==> config.mk <==
export PLATFORM = sky130hd
export DESIGN_NAME = stream_byte_reassembler_core
export DESIGN_NICKNAME = d
export VERILOG_FILES = /design/src/sv/sbr_pkg.sv /design/src/sv/stream_byte_reassembler_core.sv
export SDC_FILE = /design/constraint.sdc
export NUM_CORES = 1
export LEC_CHECK = 0
export ABC_AREA = 1
export ABC_CLOCK_PERIOD_IN_PS = 5200
export BUFFER_PORTS_ARGS = -buffer_cell sky130_fd_sc_hd__buf_4
export CAP_MARGIN = 10
export CORE_AREA = 4 4 222 246
export CTS_CLUSTER_DIAMETER = 150
export DETAILED_ROUTE_END_ITERATION = 7
export DIE_AREA = 0 0 226 250
export PLACE_DENSITY = 0.83
export SYNTH_ARGS = -nofsm -noshare
export SYNTH_HDL_FRONTEND = slang
export SYNTH_SLANG_ARGS = --single-unit
export TNS_END_PERCENT = 5
==> constraint.sdc <==
create_clock -name clk -period 5.2 [get_ports clk]
set_input_delay 1.04 -clock clk [delete_from_list [all_inputs] [get_ports clk]]
set_output_delay 1.04 -clock clk [all_outputs]
set_load 0.02 [all_outputs]
==> src/sv/sbr_pkg.sv <==
`default_nettype none

package sbr_pkg;

  localparam int CAPACITY = 64;
  localparam int IDX_W    = (CAPACITY > 1) ? $clog2(CAPACITY) : 1;
  localparam int CNT_W    = $clog2(CAPACITY + 1);

  typedef struct packed {
    logic [31:0] stream_index;
    logic [7:0]  data_byte;
    logic        has_byte;
    logic        segment_last;
    logic        eof_flag;
    logic [6:0]  output_space;
  } item_t;

  typedef struct packed {
    logic [7:0] out_byte;
    logic       byte_valid;
    logic       run_last;
    logic       stream_ended;
    logic [6:0] pending_count;
  } result_t;

  typedef enum logic [1:0] {
    ST_IDLE,
    ST_SCAN,
    ST_EMIT
  } state_t;

  // (base + ofs) mod CAPACITY, for base < CAPACITY and ofs <= CAPACITY
  function automatic logic [IDX_W-1:0] slot_wrap(input logic [IDX_W-1:0] base,
                                                 input logic [CNT_W-1:0] ofs);
    logic [CNT_W:0] sum;
    logic [CNT_W:0] red;
    sum = (CNT_W+1)'(base) + (CNT_W+1)'(ofs);
    red = sum - (CNT_W+1)'(CAPACITY);
    if (sum >= (CNT_W+1)'(CAPACITY)) begin
      return red[IDX_W-1:0];
    end
    return sum[IDX_W-1:0];
  endfunction

endpackage

`default_nettype wire

==> src/sv/stream_byte_reassembler_core.sv <==
// Item without segment_last: taken with no result; such items go one per cycle while busy is low.
// Item with segment_last: a scan of the valid marks counts the bytes to flush (n = bytes flushed),
// then the byte store is read one slot per cycle; read data and strobe are registered, so results
// appear one per cycle; busy stays high through scan and read. An empty flush gives one status-only result.
// Results are strobed for one cycle; the receiver cannot stall.
// Synchronous reset clears valid marks, window and counters; the byte store is not cleared.
`default_nettype none

module stream_byte_reassembler_core
  import sbr_pkg::*;
(
  input  wire logic    clk,
  input  wire logic    rst,
  input  wire logic    start,
  output logic         busy,
  input  wire item_t   item,
  output logic         result_strobe,
  output result_t      result
);

  logic [7:0]          mem [CAPACITY];
  logic [7:0]          rd_data;

  state_t              state, state_next;
  logic [CAPACITY-1:0] valid;
  logic [31:0]         next_index;
  logic [IDX_W-1:0]    base;
  logic [CNT_W-1:0]    unassembled;
  logic                eof_seen;
  logic                ended;
  logic [CNT_W-1:0]    k;
  logic [CNT_W-1:0]    j;
  logic [CNT_W-1:0]    lim;
  logic                out_bv;
  logic                out_last;

  logic                accept;
  logic [31:0]         ofs;
  logic                in_win;
  logic [IDX_W-1:0]    wr_slot;
  logic                wr_en;
  logic [IDX_W-1:0]    scan_slot;
  logic [IDX_W-1:0]    emit_slot;
  logic                scan_hit;
  logic                scan_end;
  logic                issue;
  logic [CNT_W-1:0]    j_inc;
  logic [CNT_W-1:0]    pend_after;

  assign busy       = (state != ST_IDLE);
  assign accept     = start && !busy;
  assign ofs        = item.stream_index - next_index;
  assign in_win     = (ofs < 32'(CAPACITY));
  assign wr_slot    = slot_wrap(base, ofs[CNT_W-1:0]);
  assign wr_en      = accept && item.has_byte && in_win;
  assign scan_slot  = slot_wrap(base, k);
  assign emit_slot  = slot_wrap(base, j);
  assign scan_hit   = (k < lim) && valid[scan_slot];
  assign j_inc      = j + CNT_W'(1);
  assign pend_after = unassembled - k;

  always_ff @(posedge clk) begin
    if (rst) begin
      state <= ST_IDLE;
    end else begin
      state <= state_next;
    end
  end

  always_comb begin
    state_next = state;
    scan_end   = 1'b0;
    issue      = 1'b0;
    case (state)
      ST_IDLE: begin
        if (accept && item.segment_last) begin
          state_next = ST_SCAN;
        end
      end
      ST_SCAN: begin
        if (!scan_hit) begin
          scan_end   = 1'b1;
          state_next = (k == '0) ? ST_IDLE : ST_EMIT;
        end
      end
      ST_EMIT: begin
        issue = 1'b1;
        if (j_inc == k) begin
          state_next = ST_IDLE;
        end
      end
      default: state_next = ST_IDLE;
    endcase
  end

  always_ff @(posedge clk) begin
    if (rst) begin
      valid         <= '0;
      next_index    <= '0;
      base          <= '0;
      unassembled   <= '0;
      eof_seen      <= 1'b0;
      ended         <= 1'b0;
      k             <= '0;
      j             <= '0;
      lim           <= '0;
      result_strobe <= 1'b0;
      out_bv        <= 1'b0;
      out_last      <= 1'b0;
    end else begin
      result_strobe <= 1'b0;
      if (wr_en) begin
        valid[wr_slot] <= 1'b1;
        if (!valid[wr_slot]) begin
          unassembled <= unassembled + CNT_W'(1);
        end
      end
      if (accept && item.segment_last) begin
        k   <= '0;
        lim <= (item.output_space > 7'(CAPACITY)) ? CNT_W'(CAPACITY)
                                                  : item.output_space[CNT_W-1:0];
        if (item.eof_flag) begin
          eof_seen <= 1'b1;
        end
      end
      if (state == ST_SCAN && scan_hit) begin
        k <= k + CNT_W'(1);
      end
      if (scan_end) begin
        unassembled <= pend_after;
        ended       <= eof_seen && (pend_after == '0);
        j           <= '0;
        if (k == '0) begin
          result_strobe <= 1'b1;
          out_bv        <= 1'b0;
          out_last      <= 1'b1;
        end
      end
      if (issue) begin
        valid[emit_slot] <= 1'b0;
        j                <= j_inc;
        result_strobe    <= 1'b1;
        out_bv           <= 1'b1;
        out_last         <= (j_inc == k);
        if (j_inc == k) begin
          base       <= slot_wrap(base, k);
          next_index <= next_index + 32'(k);
        end
      end
    end
  end

  always_ff @(posedge clk) begin
    if (wr_en) begin
      mem[wr_slot] <= item.data_byte;
    end
  end

  always_ff @(posedge clk) begin
    if (issue) begin
      rd_data <= mem[emit_slot];
    end
  end

  assign result.out_byte      = out_bv ? rd_data : 8'd0;
  assign result.byte_valid    = out_bv;
  assign result.run_last      = out_last;
  assign result.stream_ended  = ended;
  assign result.pending_count = 7'(unassembled);

`ifndef SYNTHESIS
  a_count_matches: assert property (@(posedge clk) disable iff (rst)
    (state == ST_IDLE) |-> ($countones(valid) == 32'(unassembled)))
    else $error("valid marks disagree with pending count");

  a_status_is_last: assert property (@(posedge clk) disable iff (rst)
    (result_strobe && !out_bv) |-> out_last)
    else $error("status-only result not marked last");

  a_gap_after_run: assert property (@(posedge clk) disable iff (rst)
    (result_strobe && out_last) |=> !result_strobe)
    else $error("result right after end of run");

  a_flush_busy: assert property (@(posedge clk) disable iff (rst)
    (accept && item.segment_last) |=> busy)
    else $error("flush did not raise busy");
`endif

endmodule

`default_nettype wire

### Word-level counts from Yosys, hierarchy flattened

Memory sizes are Yosys's and may differ from the RTL's. A register that Yosys moved wholly into a read port is not among the register bits.
Index checks and enable logic that the tools add are counted.

* bitwise operators: 3
* shift-type cells: 0
* add/subtract/negate cells: 12
* magnitude comparators: 11
* multiplexer cells: 52
* reductions and logical operators: 23
* equality and inequality tests: 7
* div/mod/pow operators: 0
* $mul: 0

Operators by type and width (count)
* $mux 64: 3
* $and 64x64->64: 1
* $not 64->64: 1
* $or 64x64->64: 1
* $mux 7: 8
* $mux 6: 7
* $add 32x7->32: 1
* $lt 32x7->1 const B: 1
* $sub 32x32->32: 1
* $add 6x7->8: 3
* $ge 8x7->1 const B: 3
* $mux 1: 24
* $add 7x1->7 const B: 3
* $lt 6x7->1 const B: 3
* $sub 6x1->6 const B: 3
* $logic_not 7->1: 2
* $bmux 1 s6: 2
* $demux 1 s6: 2
* $ge 6x1->1 const B: 2
* $reduce_bool 2->1: 5
* $logic_and 1x1->1: 9
* $mux 2: 4
* $mux 8: 1
* $ne 2x2->1 const B: 4
* 11 further kinds: 14

* bits in latches: 0
* memories: 1
* RAM bits: 512
* register bits after elaboration: 137
* bits of input ports: 53
* bits in read-only memories: 0

Memories
* mem: depth 64, width 8, rd ports 1, clocked after memory_dff 1, write ports 1, line stream_byte_reassembler_core.sv:21 `logic [7:0] mem [CAPACITY];`

### Longest topological paths before layout

* word-level depth: 14
* gate-level depth with buffers: 22
* depth with buffers taken out: 22

### Worst setup path after synthesis

No wires, ideal clock.

* kind: in2reg
* from: in item[18] (netlist bit)
* to: mem mem[39][0], enable pin
* data arrival time: 3.687 ns
* stages: 15
* required time: 4.876 ns
* setup slack: 1.189 ns
* cell sequence: inv_1 -> ha_1 -> inv_1 -> fa_1 -> xor2_1 -> ha_1 -> a21oi_1 -> nand2_1 -> a21o_1 -> a21oi_1 -> xor2_1 -> nand2_1 -> nor2_1 -> nand4_1 -> inv_1

* word-level cells in the longest chain between the ends: 5
* elaborated cells between the ends (all ways): 11
* classes of those cells: add/sub (3); order compare (2); mux (5); reduce/logical (1)

RTL lines
* start: declaration: line stream_byte_reassembler_core.sv:16 `input wire item_t item,`
* $sub 32x32->32 *: line stream_byte_reassembler_core.sv:52 `assign ofs = item.stream_index - next_index;`
* $add 6x7->8 or $lt 32x7->1 (tied branches): line sbr_pkg.sv:37, stream_byte_reassembler_core.sv:53
* $ge 8x7->1, or another cell as far along: line sbr_pkg.sv:39 `if (sum >= (CNT_W+1)'(CAPACITY)) begin`
* $mux 1, or another cell as far along: line sbr_pkg.sv:39
* $mux 6 or $mux 1 (tied branches): line sbr_pkg.sv:42, stream_byte_reassembler_core.sv:155
* end: declaration: line stream_byte_reassembler_core.sv:21

Every way passes the cells marked *; elsewhere a longest branch is shown, timed or not. The select of a mux whose other input is x is not followed.

### Worst setup path in the final report

* from: reg base[0]
* to: reg rd_data[3] (read register of mem), data pin

* word-level cells in the longest chain between the ends: 4
* elaborated cells between the ends (all ways): 6
* classes of those cells: add/sub (2); order compare (1); mux (3)

RTL lines
* start: declaration: line stream_byte_reassembler_core.sv:27 `logic [IDX_W-1:0] base;`
* start signal: assignment: line stream_byte_reassembler_core.sv:146 `base <= slot_wrap(base, k);`
* $add 6x7->8 *: line sbr_pkg.sv:37 `sum = (CNT_W+1)'(base) + (CNT_W+1)'(ofs);`
* $ge 8x7->1 or $sub 6x1->6 (tied branches): line sbr_pkg.sv:39, sbr_pkg.sv:38
* $mux 1 or $mux 6 (tied branches): line sbr_pkg.sv:39
* $mux 6 *: line sbr_pkg.sv:42 `return sum[IDX_W-1:0];`
* end: declaration: line stream_byte_reassembler_core.sv:22 `logic [7:0] rd_data;`

Marks and branches as above.
A chain may end at the register's enable or synchronous reset.

==> results.py <==
metrics = {
    "worst_setup_path": {
        "critical_path_arrival_ps": 4740,
        "crit_type": "reg -> reg",
        "crit_required_ps": 5690,
        "critPathMaxFanout": 32,
        "crit_path_end_kind": "flop",
        "start_kind": "flop",
    },
    "global_route": {
        "grt-ovfl-total": 0,
        "grt_pass1_vias": 24240,
        "grtUsageTotal_pct": 33.02,
        "grt_antenna_before_repair": 0,
        "grt_pass1_wl_um": 143100,
        "grt_max_degree": 70,
    },
    "drt": {
        "wl_um": 94650,
        "drt-initial-drc-count": 4047,
        "via_count": 24800,
        "vias_per_cell": 6.340,
        "drc": 0,
        "ant_nets": 0,
        "wl_per_cell_um": 24.19,
        "drt-pass1-iter-count": 7,
    },
    "place": {
        "dpl_worst_slack_ps": 454.8,
        "place_congestion": 1.009,
        "hpwl_um": 63660,
        "numPortBuffers": 72,
    },
    "power_and_ir_drop": {
        "p_leak_nw": 13.40,
        "finalPower_w": 0.01109,
        "switching_share_pct": 21.60,
        "power.density_nw_per_um2": 321.5,
        "comb_power_share_pct": 5.0,
        "power_frac_seq_pct": 51.2,
        "clockPowerShare_pct": 43.9,
        "power.internal_w": 0.008693,
        "p_sw_w": 0.002396,
        "ir_worst_vdd_uv": 267.3,
    },
    "run_status": {
        "outcome": "complete, no violations",
    },
    "cts": {
        "cts_resized": 0,
        "postCtsHoldBufs": 0,
        "numCtsBuffers": 61,
        "cts_tree": "yes",
        "cts_sinks": 657,
        "cts_root_buf": "clkbuf_16",
        "ctsHtreeMaxLevel": 2,
        "clk_latency_ps": 650,
        "cts_setup_buffers": 0,
        "cts_buffer_depth": 3,
        "path_clk_slew_ps": 60,
    },
    "timing": {
        "setup_ws_ps": 959.1,
        "drv_slew": 0,
        "rsz0062_at_grt": "no",
        "fin_hold_ws_ps": 461.1,
        "hold_viol_final": 0,
        "fin_skew_ps": 35.92,
        "fin_crit_sh_pct": 81.56,
        "tns_ps": 0,
        "relSlewSlack_pct": 28.39,
        "period_needed_ps": 4241,
        "tightest_slew_ps": 1074,
        "setup_viol": 0,
        "fmax_mhz": 235.8,
    },
    "yosys": {
        "synth.avg_cell_area_um2": 9.939,
        "synthDistinctLibCells": 58,
        "seq_area_frac_synth_pct": 59.37,
        "syn-num-nets": 3239,
        "synthCells": 3111,
        "ys_warn_count": 0,
        "synth_area_um2": 30920,
        "ys_ff_latch": 657,
    },
    "layout": {
        "final_cell_mix": "nand2_1, edfxtp_1, inv_1",
        "finalNetCount": 3312,
        "layout_commonest_cell": "nand2_1",
        "diodes": 0,
        "drive_gt1_share_pct": 8.835,
        "area_growth_pct": 11.55,
    },
    "floorplan": {
        "die_x_um": 226,
        "die_area_um2": 56500,
        "row_count": 88,
        "coreArea_um2": 52080,
        "initial_core_util_pct": 59.37,
        "num_io_pins": 73,
        "fp.dieH_um": 250,
    },
    "job": {
        "max_cap_violations": 0,
    },
    "worst_hold_path": {
        "hp-class": "reg -> reg",
    },
}
[stage by stage]
| stage | instances | instance area, um^2 | util [%] |
|---|---|---|---|
| global placement | 3796 | 32300 | 62.03 |
| finish | 3912 | 34490 | 66.23 |
| global route | 3912 | 34490 | 66.23 |
| floorplan | 3111 | 30920 | - |
| detailed placement | 3796 | 32300 | 62.03 |
| CTS | 3912 | 34490 | 66.23 |
[power groups by stage]
stage	clock, W	combinational (W)	sequential (W)
after floorplan	0	0.000301	0.00579
after global placement	0	0.000525	0.00579
after detailed placement	0	0.000536	0.00579
after CTS	0.00488	0.000541	0.00567
after global routing	0.00512	0.000602	0.00567
final	0.00486	0.000554	0.00567
[metal layers]
metal	GRT usage, %	share of wire, %	vias up
li1	-	-	11060
met3	7.105	11	371
met1	41.24	35	11690
met2	53.72	48	1688
met5	0	0	-
met4	17.99	6.8	0
[path summary, 6_finish.rpt]
path | start | to | slack [ps] | depth (start not counted)
max | base[0] | rd_data[3] | 960 | 14
min | eof_seen | eof_seen | 460 | 2
max reg2reg | base[0] | rd_data[3] | 960 | 14
min reg2reg | eof_seen | eof_seen | 460 | 2
[cell usage after synthesis, drive strengths merged]
master | n | area [um^2]
ha | 69 | 863.3
o221ai | 1 | 8.760
a32o | 1 | 10.01
fa | 6 | 120.1
nor3b | 2 | 15.01
clkbuf | 73 | 274.0
a2111oi | 1 | 8.760
nand4 | 138 | 869.6
o211ai | 17 | 127.6
a31o | 1 | 8.760
a21o | 1 | 7.510
nand2 | 630 | 2392
o2bb2ai | 1 | 8.760
o21bai | 5 | 37.54
o22ai | 6 | 37.54
inv | 411 | 1543
a22o | 22 | 192.7
nor2 | 190 | 769.5
xnor2 | 16 | 140.1
a221oi | 29 | 254.0
clkinv | 2 | 7.510
o2111a | 2 | 22.52
edfxtp | 520 | 15610
nor3 | 39 | 231.5
nor4 | 8 | 56.30
buf | 44 | 242.7
a31oi | 7 | 43.79
a22oi | 136 | 1021
or2 | 3 | 18.77
and3 | 6 | 37.54
and3b | 1 | 8.760
nand3b | 13 | 110.1
or4 | 2 | 15.01
dfxtp | 137 | 2743
o31ai | 1 | 7.510
xor2 | 41 | 366.6
a211oi | 5 | 37.54
o21a | 1 | 7.510
and2 | 2 | 12.51
o21ai | 168 | 840.8
a21oi | 251 | 1267
a211o | 2 | 17.52
nand3 | 100 | 500.5
[critical path: stages (launching register included)]
cell	delay [ps]
dfxtp_1	380
ha_1	260
fa_1	400
nor2_1	180
inv_1	60
nand2_1	90
nand3_1	410
inv_2	770
buf_4	510
a21oi_1	240
nand4_1	160
inv_1	50
o22ai_1	340
inv_1	90
nand4_1	120
[cells by family after synthesis]
kind of cell             after synthesis  share of synthesized area, %
XOR/XNOR                              57                         1.639
adder cells (fa/ha/maj)               75                         3.181
AND/OR/NAND/NOR                     1134                         16.29
AO/OA/AOI/OAI                        658                         12.83
buffers and inverters                530                         6.685
flip-flops                           657                         59.37
[layout make-up]
class,instances,area [um^2]
clock buffer,86,1722
clock inverter,30,465.4
fill,3822,17590
inverter,413,1550
multi-input combinational,1924,10510
sequential,657,18360
tap,675,844.6
timing repair buffer,127,1041
[sequential cells by signal, indices dropped and copies added, names as in the netlist]
name	flops
mem	512
valid	64
rd_data	8
eof_seen	1
out_last	1
out_bv	1
next_index	32
k	7
unassembled	7
j	7
base	6
lim	7
ended	1
state	2
result_strobe	1
No activity file was read; power rests on OpenSTA's default activity.
